**src/sv/sstc_pkg.sv**
```systemverilog
// Shared types, constants and codes for the sonar scan and track controller.
package sstc_pkg;

   localparam int unsigned MAX_ANGLE   = 180;
   localparam int unsigned ANGLE_W     = 8;
   localparam int unsigned DIST_W      = 13;
   localparam int unsigned CFG_DIST_W  = 12;
   localparam int unsigned TIME_W      = 32;
   localparam int unsigned SPEED_W     = 20;
   localparam int unsigned CSR_IDX_W   = 3;
   localparam int unsigned CSR_DATA_W  = 16;
   localparam int unsigned SCAN_STEP   = 2;
   localparam int unsigned TUNE_STEP   = 5;
   localparam int unsigned LOSS_STEP   = 15;
   localparam int unsigned SPEED_LIMIT = 400000;
   localparam int unsigned SPEED_SCALE = 1000;
   localparam int unsigned MIN_DT_MS   = 10;
   // |diff| * 1000 fits in 23 bits
   localparam int unsigned DIVIDEND_W  = 23;
   localparam int unsigned DIV_CNT_W   = 5;
   localparam int unsigned CENTER_ANGLE = (90 < MAX_ANGLE) ? 90 : MAX_ANGLE;

   // request item kinds
   localparam logic [1:0] REQ_TICK  = 2'd0;
   localparam logic [1:0] REQ_REPLY = 2'd1;
   localparam logic [1:0] REQ_STOP  = 2'd2;
   localparam logic [1:0] REQ_START = 2'd3;

   // result kinds
   localparam logic [1:0] KIND_MEASURE = 2'd0;
   localparam logic [1:0] KIND_SCAN    = 2'd1;
   localparam logic [1:0] KIND_TRACK   = 2'd2;

   // configuration register indexes
   localparam logic [CSR_IDX_W-1:0] CSR_SCAN_PERIOD  = 3'd0;
   localparam logic [CSR_IDX_W-1:0] CSR_LOCK_MAX     = 3'd1;
   localparam logic [CSR_IDX_W-1:0] CSR_LOCK_MIN     = 3'd2;
   localparam logic [CSR_IDX_W-1:0] CSR_LOST_TIMEOUT = 3'd3;
   localparam logic [CSR_IDX_W-1:0] CSR_TUNE_INTERVAL = 3'd4;

   // scan/track phase of the ranger
   typedef enum logic [7:0] {
      PH_SCAN_IDLE  = 8'b0000_0001,
      PH_SCAN_WAIT  = 8'b0000_0010,
      PH_TRACK_IDLE = 8'b0000_0100,
      PH_CENTER     = 8'b0000_1000,
      PH_LEFT       = 8'b0001_0000,
      PH_RIGHT      = 8'b0010_0000,
      PH_LOSS_MINUS = 8'b0100_0000,
      PH_LOSS_PLUS  = 8'b1000_0000
   } phase_type;

   // sequencer states
   typedef enum logic [4:0] {
      ST_IDLE = 5'b00001,
      ST_EVAL = 5'b00010,
      ST_LOAD = 5'b00100,
      ST_DIV  = 5'b01000,
      ST_EMIT = 5'b10000
   } seq_state_type;

   typedef struct packed {
      logic take_item;
      logic eval;
      logic div_start;
      logic div_wait;
      logic out_load;
   } cmd_type;

   typedef struct packed {
      logic has_result;
      logic need_speed;
      logic div_done;
   } status_type;

endpackage

```
**src/sv/sstc_div.sv**
```systemverilog
// Restoring divider, one quotient bit per cycle, for the approach speed.
module sstc_div (
   input  logic                                clock,
   input  logic                                reset,
   input  logic                                start,
   input  logic [sstc_pkg::DIVIDEND_W-1:0]     dividend,
   input  logic [sstc_pkg::TIME_W-1:0]         divisor,
   output logic                                done,
   output logic [sstc_pkg::DIVIDEND_W-1:0]     quotient
);

   logic [sstc_pkg::TIME_W-1:0]     rem_ff, rem_in;
   logic [sstc_pkg::DIVIDEND_W-1:0] quo_ff, quo_in;
   logic [sstc_pkg::TIME_W-1:0]     dvs_ff, dvs_in;
   logic [sstc_pkg::DIV_CNT_W-1:0]  cnt_ff, cnt_in;
   logic                            busy_ff, busy_in;
   logic                            done_ff, done_in;
   logic [sstc_pkg::TIME_W:0]       trial;
   logic [sstc_pkg::TIME_W:0]       diff;

   assign trial = {rem_ff, quo_ff[sstc_pkg::DIVIDEND_W-1]};
   assign diff  = trial - {1'b0, dvs_ff};

   always_comb begin
      rem_in  = rem_ff;
      quo_in  = quo_ff;
      dvs_in  = dvs_ff;
      cnt_in  = cnt_ff;
      busy_in = busy_ff;
      done_in = 1'b0;
      if (start) begin
         rem_in  = '0;
         quo_in  = dividend;
         dvs_in  = divisor;
         cnt_in  = '0;
         busy_in = 1'b1;
      end else if (busy_ff) begin
         // shift in the next dividend bit, subtract where it fits
         if (!diff[sstc_pkg::TIME_W]) begin
            rem_in = diff[sstc_pkg::TIME_W-1:0];
            quo_in = {quo_ff[sstc_pkg::DIVIDEND_W-2:0], 1'b1};
         end else begin
            rem_in = trial[sstc_pkg::TIME_W-1:0];
            quo_in = {quo_ff[sstc_pkg::DIVIDEND_W-2:0], 1'b0};
         end
         cnt_in = cnt_ff + 1'b1;
         if (cnt_ff == sstc_pkg::DIV_CNT_W'(sstc_pkg::DIVIDEND_W - 1)) begin
            busy_in = 1'b0;
            done_in = 1'b1;
         end
      end
   end

   always_ff @(posedge clock) begin
      rem_ff <= rem_in;
      quo_ff <= quo_in;
      dvs_ff <= dvs_in;
      cnt_ff <= cnt_in;
      if (reset) begin
         busy_ff <= 1'b0;
         done_ff <= 1'b0;
      end else begin
         busy_ff <= busy_in;
         done_ff <= done_in;
      end
   end

   assign done     = done_ff;
   assign quotient = quo_ff;

endmodule

```
**src/sv/sstc_datapath.sv**
```systemverilog
// Datapath: configuration, ranger state, step evaluation, speed and result register.
module sstc_datapath (
   input  logic                                  clock,
   input  logic                                  reset,
   input  sstc_pkg::cmd_type                     cmd,
   output sstc_pkg::status_type                  status,
   input  logic                                  csr_wr_en,
   input  logic [sstc_pkg::CSR_IDX_W-1:0]        csr_index,
   input  logic [sstc_pkg::CSR_DATA_W-1:0]       csr_wdata,
   input  logic [1:0]                            req_type,
   input  logic [sstc_pkg::DIST_W-1:0]           req_range_reading,
   input  logic                                  req_no_echo,
   output logic [1:0]                            rsp_kind,
   output logic [sstc_pkg::ANGLE_W-1:0]          rsp_angle,
   output logic [sstc_pkg::DIST_W-1:0]           rsp_distance,
   output logic                                  rsp_out_of_range,
   output logic signed [sstc_pkg::SPEED_W-1:0]   rsp_speed
);

   localparam int unsigned AW = sstc_pkg::ANGLE_W;
   localparam int unsigned DW = sstc_pkg::DIST_W;
   localparam int unsigned TW = sstc_pkg::TIME_W;

   // configuration
   logic [7:0]                      scan_period_ff;
   logic [sstc_pkg::CFG_DIST_W-1:0] lock_max_ff, lock_min_ff;
   logic [15:0]                     lost_timeout_ff, tune_interval_ff;

   // latched item
   logic [1:0]    it_type_ff;
   logic [DW-1:0] it_dist_ff;
   logic          it_no_echo_ff;

   // ranger state
   sstc_pkg::phase_type phase_ff, phase_in;
   logic          stopped_ff, stopped_in;
   logic          sweep_up_ff, sweep_up_in;
   logic [AW-1:0] cur_angle_ff, cur_angle_in;
   logic [AW-1:0] best_angle_ff, best_angle_in;
   logic [DW-1:0] last_dist_ff, last_dist_in;
   logic [DW-1:0] best_dist_ff, best_dist_in;
   logic [TW-1:0] now_ff, now_in;
   logic [TW-1:0] last_step_ff, last_step_in;
   logic [TW-1:0] last_tune_ff, last_tune_in;
   logic [TW-1:0] last_seen_ff, last_seen_in;
   logic [TW-1:0] last_report_ff, last_report_in;
   logic [TW-1:0] tune_start_ff, tune_start_in;

   // pending result
   logic          has_res;
   logic          need_spd;
   logic [1:0]    res_kind_ff, res_kind_in;
   logic [AW-1:0] res_angle_ff, res_angle_in;
   logic [DW-1:0] res_dist_ff, res_dist_in;
   logic          res_oor_ff, res_oor_in;
   logic signed [sstc_pkg::SPEED_W-1:0] res_speed_ff;
   logic          has_res_ff, need_spd_ff;
   logic          neg_ff, neg_in;
   logic [DW-1:0] mag_ff, mag_in;
   logic [TW-1:0] dt_ff, dt_in;

   // output register
   logic [1:0]    out_kind_ff;
   logic [AW-1:0] out_angle_ff;
   logic [DW-1:0] out_dist_ff;
   logic          out_oor_ff;
   logic signed [sstc_pkg::SPEED_W-1:0] out_speed_ff;

   // divider
   logic [sstc_pkg::DIVIDEND_W-1:0] dividend;
   logic [sstc_pkg::DIVIDEND_W-1:0] quotient;
   logic                            div_done;
   logic [sstc_pkg::DIVIDEND_W-1:0] q_sat;

   function automatic logic [AW-1:0] clamp_angle(input logic signed [AW+1:0] a);
      logic [AW-1:0] r;
      if (a < 0)
         r = '0;
      else if (a > (AW+2)'(sstc_pkg::MAX_ANGLE))
         r = AW'(sstc_pkg::MAX_ANGLE);
      else
         r = a[AW-1:0];
      return r;
   endfunction

   logic                    echo, valid, better;
   logic signed [AW+1:0]    c_s;
   logic [AW:0]             up_step;
   logic [AW:0]             dn_step;
   logic [TW-1:0]           now_inc;
   logic [TW-1:0]           dt_cur;
   logic [AW-1:0]           ang_m15, ang_p15, ang_m5, ang_p5;
   logic [AW-1:0]           trk_ang;
   logic [DW-1:0]           trk_dist;
   logic                    trk;

   assign echo    = !it_no_echo_ff;
   assign valid   = echo && (it_dist_ff >= DW'(lock_min_ff)) && (it_dist_ff <= DW'(lock_max_ff));
   assign better  = echo && (it_dist_ff >= DW'(lock_min_ff)) && (it_dist_ff < best_dist_ff);
   assign c_s     = $signed({2'b00, cur_angle_ff});
   assign ang_m15 = clamp_angle(c_s - (AW+2)'(sstc_pkg::LOSS_STEP));
   assign ang_p15 = clamp_angle(c_s + (AW+2)'(sstc_pkg::LOSS_STEP));
   assign ang_m5  = clamp_angle(c_s - (AW+2)'(sstc_pkg::TUNE_STEP));
   assign ang_p5  = clamp_angle(c_s + (AW+2)'(sstc_pkg::TUNE_STEP));
   assign up_step = {1'b0, cur_angle_ff} + (AW+1)'(sstc_pkg::SCAN_STEP);
   assign dn_step = {1'b0, cur_angle_ff} - (AW+1)'(sstc_pkg::SCAN_STEP);
   assign now_inc = now_ff + 1'b1;
   assign dt_cur  = tune_start_ff - last_report_ff;

   always_comb begin
      phase_in       = phase_ff;
      stopped_in     = stopped_ff;
      sweep_up_in    = sweep_up_ff;
      cur_angle_in   = cur_angle_ff;
      best_angle_in  = best_angle_ff;
      last_dist_in   = last_dist_ff;
      best_dist_in   = best_dist_ff;
      now_in         = now_ff;
      last_step_in   = last_step_ff;
      last_tune_in   = last_tune_ff;
      last_seen_in   = last_seen_ff;
      last_report_in = last_report_ff;
      tune_start_in  = tune_start_ff;
      has_res        = 1'b0;
      need_spd       = 1'b0;
      res_kind_in    = sstc_pkg::KIND_MEASURE;
      res_angle_in   = '0;
      res_dist_in    = '0;
      res_oor_in     = 1'b0;
      neg_in         = 1'b0;
      mag_in         = '0;
      dt_in          = dt_cur;
      trk            = 1'b0;
      trk_ang        = best_angle_ff;
      trk_dist       = it_dist_ff;

      case (it_type_ff)
         sstc_pkg::REQ_STOP: begin
            stopped_in = 1'b1;
            phase_in   = sstc_pkg::PH_SCAN_IDLE;
         end
         sstc_pkg::REQ_START: begin
            stopped_in = 1'b0;
         end
         sstc_pkg::REQ_TICK: begin
            now_in = now_inc;
            if (!stopped_ff) begin
               if (phase_ff == sstc_pkg::PH_SCAN_IDLE) begin
                  if ((now_inc - last_step_ff) >= TW'(scan_period_ff)) begin
                     if (sweep_up_ff) begin
                        if (up_step >= (AW+1)'(sstc_pkg::MAX_ANGLE)) begin
                           cur_angle_in = AW'(sstc_pkg::MAX_ANGLE);
                           sweep_up_in  = 1'b0;
                        end else begin
                           cur_angle_in = up_step[AW-1:0];
                        end
                     end else begin
                        if (cur_angle_ff <= AW'(sstc_pkg::SCAN_STEP)) begin
                           cur_angle_in = '0;
                           sweep_up_in  = 1'b1;
                        end else begin
                           cur_angle_in = dn_step[AW-1:0];
                        end
                     end
                     last_step_in  = now_inc;
                     best_angle_in = cur_angle_in;
                     phase_in      = sstc_pkg::PH_SCAN_WAIT;
                     has_res       = 1'b1;
                     res_angle_in  = cur_angle_in;
                  end
               end else if (phase_ff == sstc_pkg::PH_TRACK_IDLE) begin
                  if ((now_inc - last_tune_ff) >= TW'(tune_interval_ff)) begin
                     last_tune_in  = now_inc;
                     tune_start_in = now_inc;
                     best_angle_in = cur_angle_ff;
                     phase_in      = sstc_pkg::PH_CENTER;
                     has_res       = 1'b1;
                     res_angle_in  = cur_angle_ff;
                  end
               end
            end
         end
         sstc_pkg::REQ_REPLY: begin
            if (!stopped_ff) begin
               case (phase_ff)
                  sstc_pkg::PH_SCAN_WAIT: begin
                     has_res      = 1'b1;
                     res_kind_in  = sstc_pkg::KIND_SCAN;
                     res_angle_in = cur_angle_ff;
                     res_dist_in  = echo ? it_dist_ff : '0;
                     res_oor_in   = !echo;
                     if (valid) begin
                        last_seen_in   = now_ff;
                        last_tune_in   = now_ff;
                        last_report_in = now_ff;
                        last_dist_in   = it_dist_ff;
                        phase_in       = sstc_pkg::PH_TRACK_IDLE;
                     end else begin
                        phase_in = sstc_pkg::PH_SCAN_IDLE;
                     end
                  end
                  sstc_pkg::PH_CENTER: begin
                     has_res = 1'b1;
                     if (!valid) begin
                        res_angle_in  = ang_m15;
                        best_angle_in = ang_m15;
                        phase_in      = sstc_pkg::PH_LOSS_MINUS;
                     end else begin
                        best_dist_in  = it_dist_ff;
                        res_angle_in  = ang_m5;
                        best_angle_in = ang_m5;
                        phase_in      = sstc_pkg::PH_LEFT;
                     end
                  end
                  sstc_pkg::PH_LEFT: begin
                     // keep the left probe as best only if it came in closer
                     has_res      = 1'b1;
                     res_angle_in = ang_p5;
                     phase_in     = sstc_pkg::PH_RIGHT;
                     if (better)
                        best_dist_in = it_dist_ff;
                     else
                        best_angle_in = cur_angle_ff;
                  end
                  sstc_pkg::PH_RIGHT: begin
                     trk      = 1'b1;
                     trk_ang  = better ? ang_p5 : best_angle_ff;
                     trk_dist = better ? it_dist_ff : best_dist_ff;
                     best_dist_in  = trk_dist;
                     best_angle_in = trk_ang;
                  end
                  sstc_pkg::PH_LOSS_MINUS: begin
                     if (valid) begin
                        trk = 1'b1;
                     end else begin
                        has_res       = 1'b1;
                        res_angle_in  = ang_p15;
                        best_angle_in = ang_p15;
                        phase_in      = sstc_pkg::PH_LOSS_PLUS;
                     end
                  end
                  sstc_pkg::PH_LOSS_PLUS: begin
                     if (valid)
                        trk = 1'b1;
                     else if ((tune_start_ff - last_seen_ff) > TW'(lost_timeout_ff))
                        phase_in = sstc_pkg::PH_SCAN_IDLE;
                     else
                        phase_in = sstc_pkg::PH_TRACK_IDLE;
                  end
                  default: begin
                  end
               endcase
            end
         end
         default: begin
         end
      endcase

      // track report: move to the chosen angle, stamp with the round start
      if (trk) begin
         has_res        = 1'b1;
         res_kind_in    = sstc_pkg::KIND_TRACK;
         res_angle_in   = trk_ang;
         res_dist_in    = trk_dist;
         cur_angle_in   = trk_ang;
         last_dist_in   = trk_dist;
         last_seen_in   = tune_start_ff;
         last_report_in = tune_start_ff;
         phase_in       = sstc_pkg::PH_TRACK_IDLE;
         need_spd       = dt_cur > TW'(sstc_pkg::MIN_DT_MS);
         neg_in         = trk_dist > last_dist_ff;
         mag_in         = neg_in ? (trk_dist - last_dist_ff) : (last_dist_ff - trk_dist);
      end
   end

   assign dividend = {{(sstc_pkg::DIVIDEND_W - DW){1'b0}}, mag_ff} *
                     sstc_pkg::DIVIDEND_W'(sstc_pkg::SPEED_SCALE);

   sstc_div u_div (
      .clock    (clock),
      .reset    (reset),
      .start    (cmd.div_start),
      .dividend (dividend),
      .divisor  (dt_ff),
      .done     (div_done),
      .quotient (quotient)
   );

   assign q_sat = (quotient > sstc_pkg::DIVIDEND_W'(sstc_pkg::SPEED_LIMIT)) ?
                  sstc_pkg::DIVIDEND_W'(sstc_pkg::SPEED_LIMIT) : quotient;

   always_ff @(posedge clock) begin
      if (reset) begin
         scan_period_ff   <= 8'd40;
         lock_max_ff      <= 12'd1000;
         lock_min_ff      <= 12'd70;
         lost_timeout_ff  <= 16'd1500;
         tune_interval_ff <= 16'd60;
         phase_ff         <= sstc_pkg::PH_SCAN_IDLE;
         stopped_ff       <= 1'b0;
         sweep_up_ff      <= 1'b1;
         cur_angle_ff     <= AW'(sstc_pkg::CENTER_ANGLE);
         best_angle_ff    <= '0;
         last_dist_ff     <= '0;
         best_dist_ff     <= '0;
         now_ff           <= '0;
         last_step_ff     <= '0;
         last_tune_ff     <= '0;
         last_seen_ff     <= '0;
         last_report_ff   <= '0;
         tune_start_ff    <= '0;
         has_res_ff       <= 1'b0;
         need_spd_ff      <= 1'b0;
      end else begin
         if (csr_wr_en) begin
            case (csr_index)
               sstc_pkg::CSR_SCAN_PERIOD:   scan_period_ff   <= csr_wdata[7:0];
               sstc_pkg::CSR_LOCK_MAX:      lock_max_ff      <= csr_wdata[11:0];
               sstc_pkg::CSR_LOCK_MIN:      lock_min_ff      <= csr_wdata[11:0];
               sstc_pkg::CSR_LOST_TIMEOUT:  lost_timeout_ff  <= csr_wdata;
               sstc_pkg::CSR_TUNE_INTERVAL: tune_interval_ff <= csr_wdata;
               default: begin
               end
            endcase
         end
         if (cmd.eval) begin
            phase_ff       <= phase_in;
            stopped_ff     <= stopped_in;
            sweep_up_ff    <= sweep_up_in;
            cur_angle_ff   <= cur_angle_in;
            best_angle_ff  <= best_angle_in;
            last_dist_ff   <= last_dist_in;
            best_dist_ff   <= best_dist_in;
            now_ff         <= now_in;
            last_step_ff   <= last_step_in;
            last_tune_ff   <= last_tune_in;
            last_seen_ff   <= last_seen_in;
            last_report_ff <= last_report_in;
            tune_start_ff  <= tune_start_in;
            has_res_ff     <= has_res;
            need_spd_ff    <= need_spd;
         end
      end
   end

   // payload registers
   always_ff @(posedge clock) begin
      if (cmd.take_item) begin
         it_type_ff    <= req_type;
         it_dist_ff    <= req_range_reading;
         it_no_echo_ff <= req_no_echo;
      end
      if (cmd.eval) begin
         res_kind_ff  <= res_kind_in;
         res_angle_ff <= res_angle_in;
         res_dist_ff  <= res_dist_in;
         res_oor_ff   <= res_oor_in;
         res_speed_ff <= '0;
         neg_ff       <= neg_in;
         mag_ff       <= mag_in;
         dt_ff        <= dt_in;
      end else if (cmd.div_wait && div_done) begin
         res_speed_ff <= neg_ff ? -$signed(sstc_pkg::SPEED_W'(q_sat)) :
                                  $signed(sstc_pkg::SPEED_W'(q_sat));
      end
      if (cmd.out_load) begin
         out_kind_ff  <= res_kind_ff;
         out_angle_ff <= res_angle_ff;
         out_dist_ff  <= res_dist_ff;
         out_oor_ff   <= res_oor_ff;
         out_speed_ff <= res_speed_ff;
      end
   end

   assign status.has_result = has_res_ff;
   assign status.need_speed = need_spd_ff;
   assign status.div_done   = div_done;

   assign rsp_kind         = out_kind_ff;
   assign rsp_angle        = out_angle_ff;
   assign rsp_distance     = out_dist_ff;
   assign rsp_out_of_range = out_oor_ff;
   assign rsp_speed        = out_speed_ff;

endmodule

```
**src/sv/sstc_ctrl.sv**
```systemverilog
// Sequencer: input handshake, step evaluation, speed division and output register valid.
module sstc_ctrl (
   input  logic                  clock,
   input  logic                  reset,
   input  logic                  req_valid,
   output logic                  req_stall,
   output logic                  rsp_valid,
   input  logic                  rsp_stall,
   output sstc_pkg::cmd_type     cmd,
   input  sstc_pkg::status_type  status
);

   sstc_pkg::seq_state_type state_ff, state_in;
   logic rsp_valid_ff, rsp_valid_in;
   logic out_free;

   assign out_free  = !rsp_valid_ff || !rsp_stall;
   assign req_stall = (state_ff != sstc_pkg::ST_IDLE);

   always_comb begin
      state_in      = state_ff;
      cmd           = '0;
      rsp_valid_in  = rsp_valid_ff && rsp_stall;
      case (state_ff)
         sstc_pkg::ST_IDLE: begin
            if (req_valid) begin
               cmd.take_item = 1'b1;
               state_in      = sstc_pkg::ST_EVAL;
            end
         end
         sstc_pkg::ST_EVAL: begin
            cmd.eval = 1'b1;
            state_in = sstc_pkg::ST_LOAD;
         end
         sstc_pkg::ST_LOAD: begin
            // start the divider only for a track report with a usable interval
            if (status.need_speed) begin
               cmd.div_start = 1'b1;
               state_in      = sstc_pkg::ST_DIV;
            end else if (status.has_result) begin
               state_in = sstc_pkg::ST_EMIT;
            end else begin
               state_in = sstc_pkg::ST_IDLE;
            end
         end
         sstc_pkg::ST_DIV: begin
            cmd.div_wait = 1'b1;
            if (status.div_done)
               state_in = sstc_pkg::ST_EMIT;
         end
         sstc_pkg::ST_EMIT: begin
            if (out_free) begin
               cmd.out_load = 1'b1;
               rsp_valid_in = 1'b1;
               state_in     = sstc_pkg::ST_IDLE;
            end
         end
         default: begin
            state_in = sstc_pkg::ST_IDLE;
         end
      endcase
   end

   always_ff @(posedge clock) begin
      if (reset) begin
         state_ff     <= sstc_pkg::ST_IDLE;
         rsp_valid_ff <= 1'b0;
      end else begin
         state_ff     <= state_in;
         rsp_valid_ff <= rsp_valid_in;
      end
   end

   assign rsp_valid = rsp_valid_ff;

endmodule

```
**src/sv/sonar_scan_track_controller.sv**
```systemverilog
// Top level of the sonar scan and track controller.
//
// Usage: items arrive on the req_ channel (valid/stall): a 1 ms tick, a
// measurement reply, a stop or a start event. Each item causes zero or one
// result on the rsp_ channel: a measure request, a scan report or a track
// report with approach speed. Configuration is written through the csr_
// port (write enable, index, data). The user must write it only while the
// block is idle; the block itself does not enforce this. Flow: an item is
// accepted in idle, evaluated in the next cycle and its result then passes
// the load and emit states into the output register, emit waiting while
// the output is stalled; a track report with a speed first waits in the
// divide state until the bit-serial divider flags done. One item is in
// flight at a time.
// Reset: synchronous, active high; registers return to their reset values,
// the beam sits at 90 degrees, the block is scanning and nothing is pending.
// Stall: a held result waits in the output register with its fields stable;
// the next item may be accepted meanwhile and stops at the output until the
// register is taken.
module sonar_scan_track_controller (
   input  logic                                clock,
   input  logic                                reset,
   input  logic                                req_valid,
   output logic                                req_stall,
   input  logic [1:0]                          req_type,
   input  logic [sstc_pkg::DIST_W-1:0]         req_range_reading,
   input  logic                                req_no_echo,
   output logic                                rsp_valid,
   input  logic                                rsp_stall,
   output logic [1:0]                          rsp_kind,
   output logic [sstc_pkg::ANGLE_W-1:0]        rsp_angle,
   output logic [sstc_pkg::DIST_W-1:0]         rsp_distance,
   output logic                                rsp_out_of_range,
   output logic signed [sstc_pkg::SPEED_W-1:0] rsp_speed,
   input  logic                                csr_wr_en,
   input  logic [sstc_pkg::CSR_IDX_W-1:0]      csr_index,
   input  logic [sstc_pkg::CSR_DATA_W-1:0]     csr_wdata
);

   // commands from the sequencer, status back from the datapath
   sstc_pkg::cmd_type    cmd;
   sstc_pkg::status_type status;

   sstc_ctrl u_ctrl (
      .clock     (clock),
      .reset     (reset),
      .req_valid (req_valid),
      .req_stall (req_stall),
      .rsp_valid (rsp_valid),
      .rsp_stall (rsp_stall),
      .cmd       (cmd),
      .status    (status)
   );

   sstc_datapath u_dp (
      .clock             (clock),
      .reset             (reset),
      .cmd               (cmd),
      .status            (status),
      .csr_wr_en         (csr_wr_en),
      .csr_index         (csr_index),
      .csr_wdata         (csr_wdata),
      .req_type          (req_type),
      .req_range_reading (req_range_reading),
      .req_no_echo       (req_no_echo),
      .rsp_kind          (rsp_kind),
      .rsp_angle         (rsp_angle),
      .rsp_distance      (rsp_distance),
      .rsp_out_of_range  (rsp_out_of_range),
      .rsp_speed         (rsp_speed)
   );

endmodule

```
**config.mk**
```make
export PLATFORM = sky130hd
export DESIGN_NAME = sonar_scan_track_controller
export DESIGN_NICKNAME = d
export VERILOG_FILES = /design/src/sv/sstc_pkg.sv /design/src/sv/sstc_div.sv /design/src/sv/sstc_datapath.sv /design/src/sv/sstc_ctrl.sv /design/src/sv/sonar_scan_track_controller.sv
export SDC_FILE = /design/constraint.sdc
export NUM_CORES = 2
export LEC_CHECK = 0
export ABC_AREA = 1
export BUFFER_PORTS_ARGS = -buffer_cell sky130_fd_sc_hd__buf_2
export CORE_AREA = 2 2 297 299
export CTS_BUF_LIST = sky130_fd_sc_hd__clkbuf_8
export DETAILED_ROUTE_END_ITERATION = 7
export DIE_AREA = 0 0 299 301
export PLACE_DENSITY_LB_ADDON = 0.3
export SETUP_SLACK_MARGIN = 0.1
export SKIP_CTS_REPAIR_TIMING = 1
export SYNTH_ARGS = -nofsm -noshare
export SYNTH_HDL_FRONTEND = slang
export SYNTH_HIERARCHICAL = 1
export SYNTH_SLANG_ARGS = --single-unit
```
**constraint.sdc**
```tcl
create_clock -name clock -period 11.4 [get_ports clock]
set_input_delay 2.28 -clock clock [delete_from_list [all_inputs] [get_ports clock]]
set_output_delay 2.28 -clock clock [all_outputs]
set_load 0.05 [all_outputs]
```
Word-level counts from Yosys, hierarchy flattened
Cells that the tools add are included.

Add/subtract/negate cells: 15. $mul: 1. Bitwise logic cells: 5. Equal/unequal tests: 48. Magnitude comparators: 19. Multiplexer cells: 128. Reductions and logical operators: 44.

Operator list (count): 8-bit 2-to-1 mux (45); 32-bit 2-to-1 mux (10); 13-bit 2-to-1 mux (15); 32-bit subtractor (3); 32-bit one-hot mux with 2 select lines (1); 8-bit one-hot mux with 4 select lines (2); 23-bit 2-to-1 mux (2); 10-bit by 8-bit greater-than comparator with 1-bit output, second input constant (4); 20-bit 2-to-1 mux (2); 8-bit one-hot mux with 5 select lines (1); 33-bit by 32-bit subtractor with 33-bit output (1); 32-bit by 1-bit adder with 32-bit output, second input constant (1); 32-bit by 16-bit greater-or-equal comparator with 1-bit output (1); 32-bit by 8-bit greater-or-equal comparator with 1-bit output (1); 32-bit by 16-bit greater-than comparator with 1-bit output (1); 32-bit by 4-bit greater-than comparator with 1-bit output, second input constant (1); 8-bit one-hot mux with 2 select lines (2); 1-bit 2-to-1 mux (31); 13-bit one-hot mux with 2 select lines (1); 13-bit subtractor (2); 5-bit 2-to-1 mux (5); 5-bit one-hot mux with 5 select lines (1); 8-bit one-hot mux with 3 select lines (1); 23-bit by 19-bit greater-than comparator with 1-bit output, second input constant (1); 65 further kinds (125).

Logic and storage cells: 305. Bits in registers: 528.

Depth between registers and ports, before layout
Depth in word-level cells: 9. Gate-level depth with buffers: 34. Gate-level depth less buffers: 34.

Cells and area by module
The synthesis kept the hierarchy.

By module, submodules not included: sstc_datapath (area each 31849.3 µm², instances 1, cells an instance 4618, seq. area each 9869.5 µm²); sstc_div (area each 6437.4 µm², instances 1, cells an instance 985, seq. area each 2432.3 µm²); sstc_ctrl (area each 396.6 µm², instances 1, cells an instance 61, seq. area each 120.1 µm²).

Least setup slack after synthesis
OpenSTA, ideal clock, no wires.

Kind: input to register. Start point: in rsp_stall. End point: reg u_dp.out_angle_ff[0] (netlist: u_dp/rsp_angle[0]) (enable). Setup slack: 6696 ps. Data arrival time: 4258 ps. Setup time: 446 ps. Cell stages on the path: 3. Cells stage by stage: nand2_1 > inv_1 > nor2_1.

RTL lines: start, declared (RTL line sonar_scan_track_controller.sv:28) `input logic rsp_stall,`; end signal, assigned (RTL line sstc_datapath.sv:368) `out_angle_ff <= res_angle_ff;`; end, declared (RTL line sstc_datapath.sv:64) `logic [AW-1:0] out_angle_ff;`.

Final worst setup path
Start point: reg u_dp.it_type_ff[1]. End point: reg u_dp.mag_ff[8] (data pin).

Longest elaborated chain between the ends: 4.

Ends and longest elaborated chain: start, declared (RTL line sstc_datapath.sv:30) `logic [1:0] it_type_ff;`; start signal, assigned (RTL line sstc_datapath.sv:349) `it_type_ff <= req_type;`; 2-bit by 1-bit equality test with 1-bit output (*) (RTL line sstc_datapath.sv:137) `case (it_type_ff)`; 13-bit 2-to-1 mux (RTL line sstc_datapath.sv:137); 13-bit subtractor or 13-bit greater-than comparator (tied branches) (RTL line sstc_datapath.sv:272, sstc_datapath.sv:271); 13-bit 2-to-1 mux (RTL line sstc_datapath.sv:272) `mag_in = neg_in ? (trk_dist - last_dist_ff) : (last_dist_ff - trk_dist);`; end signal, assigned (RTL line sstc_datapath.sv:360) `mag_ff <= mag_in;`; end, declared (RTL line sstc_datapath.sv:59) `logic [DW-1:0] mag_ff, mag_in;`.

Every way passes the cells marked *; elsewhere a longest branch is shown, timed or not. A chain may end at the register's enable or synchronous reset.

==> flow_summary.yaml <==
synth:
  seq_area_frac_synth: 0.321
  synthAdderAreaFrac: 0.117
  ys_async_sr_fraction: 0
  synth-simple-area-share: 0.281
  synthDistinctLibCells: 69
  synthTopCellsByArea: "dfxtp_1 18%, nand2_1 15%, edfxtp_1 14%"
  postSynthCellCount: 5664
  syn_avg_cell_area_um2: 6.83
  synth_mux_area_frac: 0
  synth_xor_area_frac: 0.0283
  synth_top_family_by_area: "simple AND/OR/NAND/NOR gates"
  synth_top_area_frac: 0.178
  yosysWarnings: 6
  synth_area_leader_cell: "dfxtp_1"
  syn_area_um2: 38700
  synth_flop_cell: "dfxtp_1"
  synth-edff-count: 185
  ys_seq_elements: 528
  synth_compound_area_frac: 0.144
placement:
  portBuffers: 85
  routabilityCongestion: 0.982
  hpwlAfterDp_mm: 85.9
pwr:
  internal_power_w: 0.00343
  power_density_nw_per_um2: 123
  p_leak_nw: 20.6
  seqPwrFrac: 0.390
  clockPowerShare: 0.357
  pwr-share-comb: 0.254
  fin_total_pwr_w: 0.00519
  swShare: 0.340
  p_sw_w: 0.00176
  peakVddDrop_mv: 0.0928
setup_path:
  worstPathMaxFanout: 67
  timing.rr.end: "u_dp/mag_ff[8]"
  endpoint_kind: "flop"
  startpoint_type: "flop"
  crit_top_cell: "nand2_1"
  arrival_ns: 7.11
  crit_path_end: "u_dp/mag_ff[8]"
  r2r_cells: 21
  cp_slowest_stage_delay_ns: 0.81
  r2r_slack_ns: 4.78
  critPathKind: "flop to flop"
  critPathLaunch: "u_dp/it_type_ff[1]"
  crit_chain: "nor2_4, buf_4, inv_1, nor2_1, inv_1, nor2_2, inv_2, o21ai_0, inv_1, ha_1, nand2_1, nor4_1, nand3_1, nand2_2, nand2_1, nand2_1, nand2_1, o21ai_1, nand2_1, nand2_1, nor2_1"
  cp_slowest_cell: "nor2_2"
  cp.required_ns: 11.89
  r2r_start: "u_dp/it_type_ff[1]"
sta:
  rsz0062_at_grt: "no"
  finalCriticalPeriod_ns: 6.62
  hold_viol_final: 0
  max_freq_ghz: 0.151
  setup_viol: 0
  finalSetupTns_ns: 0
  worstMarginPinSlew_ns: 1.17
  drv_slew: 0
  clock_skew_ns: 0.0759
  slew_headroom: 0.215
  fin_crit_sh: 0.581
cts:
  cts_buffers: 94
  clk_latency_ns: 0.75
  cts-root-buf: "clkbuf_8"
  clock-sinks: 528
  clkSlewWorstSetupHoldPaths_ns: 0.07
  cts_tree: "built"
  cts_buffer_depth: 3
  htree_levels: 3
die:
  initial_utilization: 0.447
  dieArea_um2: 90000
  ios: 86
  dieWidth_um: 299
  coreArea_um2: 86500
  die_h_um: 301
  core.rowCount: 108
final_layout:
  layout_common_cells: "1555 x nand2_1, 915 x inv_1, 494 x nor2_1"
  final_net_count: 6095
  area_delta_synth_final_pct: 8.61
  drive_gt1_frac: 0.0637
  final_common_cell: "nand2_1"
status:
  status: "finished, final reports clean"
global_routing:
  grt_pass1_wl_mm: 178
  grt_antenna_before_repair: 2
  overflow: 0
  grt_max_degree: 113
  grt_util_all_layers: 0.242
  grt_pass1_vias: 34000
detailed_routing:
  drt_iter0_drc: 2862
  firstDrtPassIters: 5
  ant_nets: 0
  postRouteWirelength_mm: 110
  vias: 35900
  vias_per_cell: 5.16
  drc: 0
  wl_per_cell_um: 15.9
hold_path:
  hp-class: "flop to flop"
run:
  drv_cap: 0
-- flip-flops by register name (all words and copies together), names as in the netlist, 12 cells and up --
name and count:
u_dp/mag_ff 13, u_dp/best_dist_ff 13, u_dp/tune_interval_ff 16, u_dp/now_ff 32, u_dp/tune_start_ff 32, u_dp/last_report_ff 32, u_dp/u_div/quotient 23, u_dp/dt_ff 32
u_dp/res_dist_ff 13, u_dp/lost_timeout_ff 16, u_dp/u_div/rem_ff 32, u_dp/res_speed_ff 20, u_dp/it_dist_ff 13, u_dp/last_tune_ff 32, u_dp/last_step_ff 32, u_dp/last_dist_ff 13
u_dp/rsp_distance 13, u_dp/rsp_speed 20, u_dp/lock_min_ff 12, u_dp/u_div/dvs_ff 32, u_dp/lock_max_ff 12
-- cell type report --
cell class	instances	area, µm²
Clock buffer	107	1470
Multi-Input combinational cell	4068	22100
Inverter	924	3480
Antenna cell	3	7.51
Tap cell	1155	1450
Timing Repair Buffer	105	576
Clock inverter	64	479
Sequential cell	528	12400
Fill cell	8912	44500
-- power by group through the flow --
stage,Sequential [W],Combinational [W],Clock [W]
2_1_floorplan,0.00206,0.000982,0
3_3_place_gp,0.00206,0.00129,0
3_5_place_dp,0.00206,0.00130,0
4_1_cts,0.00202,0.00131,0.00190
5_1_grt,0.00202,0.00151,0.00198
6_report,0.00202,0.00132,0.00185
-- worst min-delay path by stage --
stage / start / cells after the start / end / slack [ns]
2_1_floorplan: u_dp/res_angle_ff[0] / 0 / u_dp/rsp_angle[0] / 0.40
3_3_place_gp: u_dp/dt_ff[16] / 0 / u_dp/u_div/dvs_ff[16] / 0.40
3_5_place_dp: u_dp/dt_ff[16] / 0 / u_dp/u_div/dvs_ff[16] / 0.40
4_1_cts: u_dp/dt_ff[25] / 0 / u_dp/u_div/dvs_ff[25] / 0.38
5_1_grt: u_dp/dt_ff[25] / 0 / u_dp/u_div/dvs_ff[25] / 0.40
6_report: u_dp/dt_ff[25] / 0 / u_dp/u_div/dvs_ff[25] / 0.37
-- critical path, delay by kind of cell, from the launching register on --
kind	cells	cell delay [ns]
DFF	1	0.51
AOI/OAI and AO/OA	2	0.57
buffers and inverters	5	1.79
adders and majority gates	1	0.42
and+or+nand+nor	13	3.07
-- cell usage after synthesis (68+ instances only) --
library cell / number
clkbuf_1: 89
ha_1: 286
nor3_1: 68
nand2_1: 1556
inv_1: 896
xor2_1: 100
edfxtp_1: 185
a21oi_1: 436
nand3_1: 274
dfxtp_1: 343
o21ai_1: 83
nor2_1: 500
o21ai_0: 322
-- through the flow --
step                setup slack, ns  hold slack, ns  cell area (µm²)  utilization  std cells
detailed placement             4.89           0.405            40100        0.463       6780
global placement               5.08           0.402            40100        0.463       6780
global route                   4.19           0.396            42000        0.486       6954
finish                         4.78           0.369            42000        0.486       6954
floorplan                      6.70           0.400            38700            -       5666
CTS                            4.95           0.378            42000        0.486       6951
-- per-layer routing --
| metal | GRT usage | wire, µm |
|---|---|---|
| met5 | 0 | 0 |
| met4 | 0.0882 | 3540 |
| met3 | 0.0314 | 6320 |
| met2 | 0.397 | 49300 |
| met1 | 0.327 | 51200 |
-- cells by family (layout without fill, tap and decap cells) --
family / after synthesis / after routing
AND/OR/NAND/NOR: 2591 / 2591
AO/OA/AOI/OAI: 1015 / 1015
XOR/XNOR: 125 / 125
adder cells (fa/ha/maj): 334 / 334
other: 1 / 6
buffers and inverters: 1070 / 1200
flip-flops: 528 / 528
No activity file was read; power rests on OpenSTA's default activity.
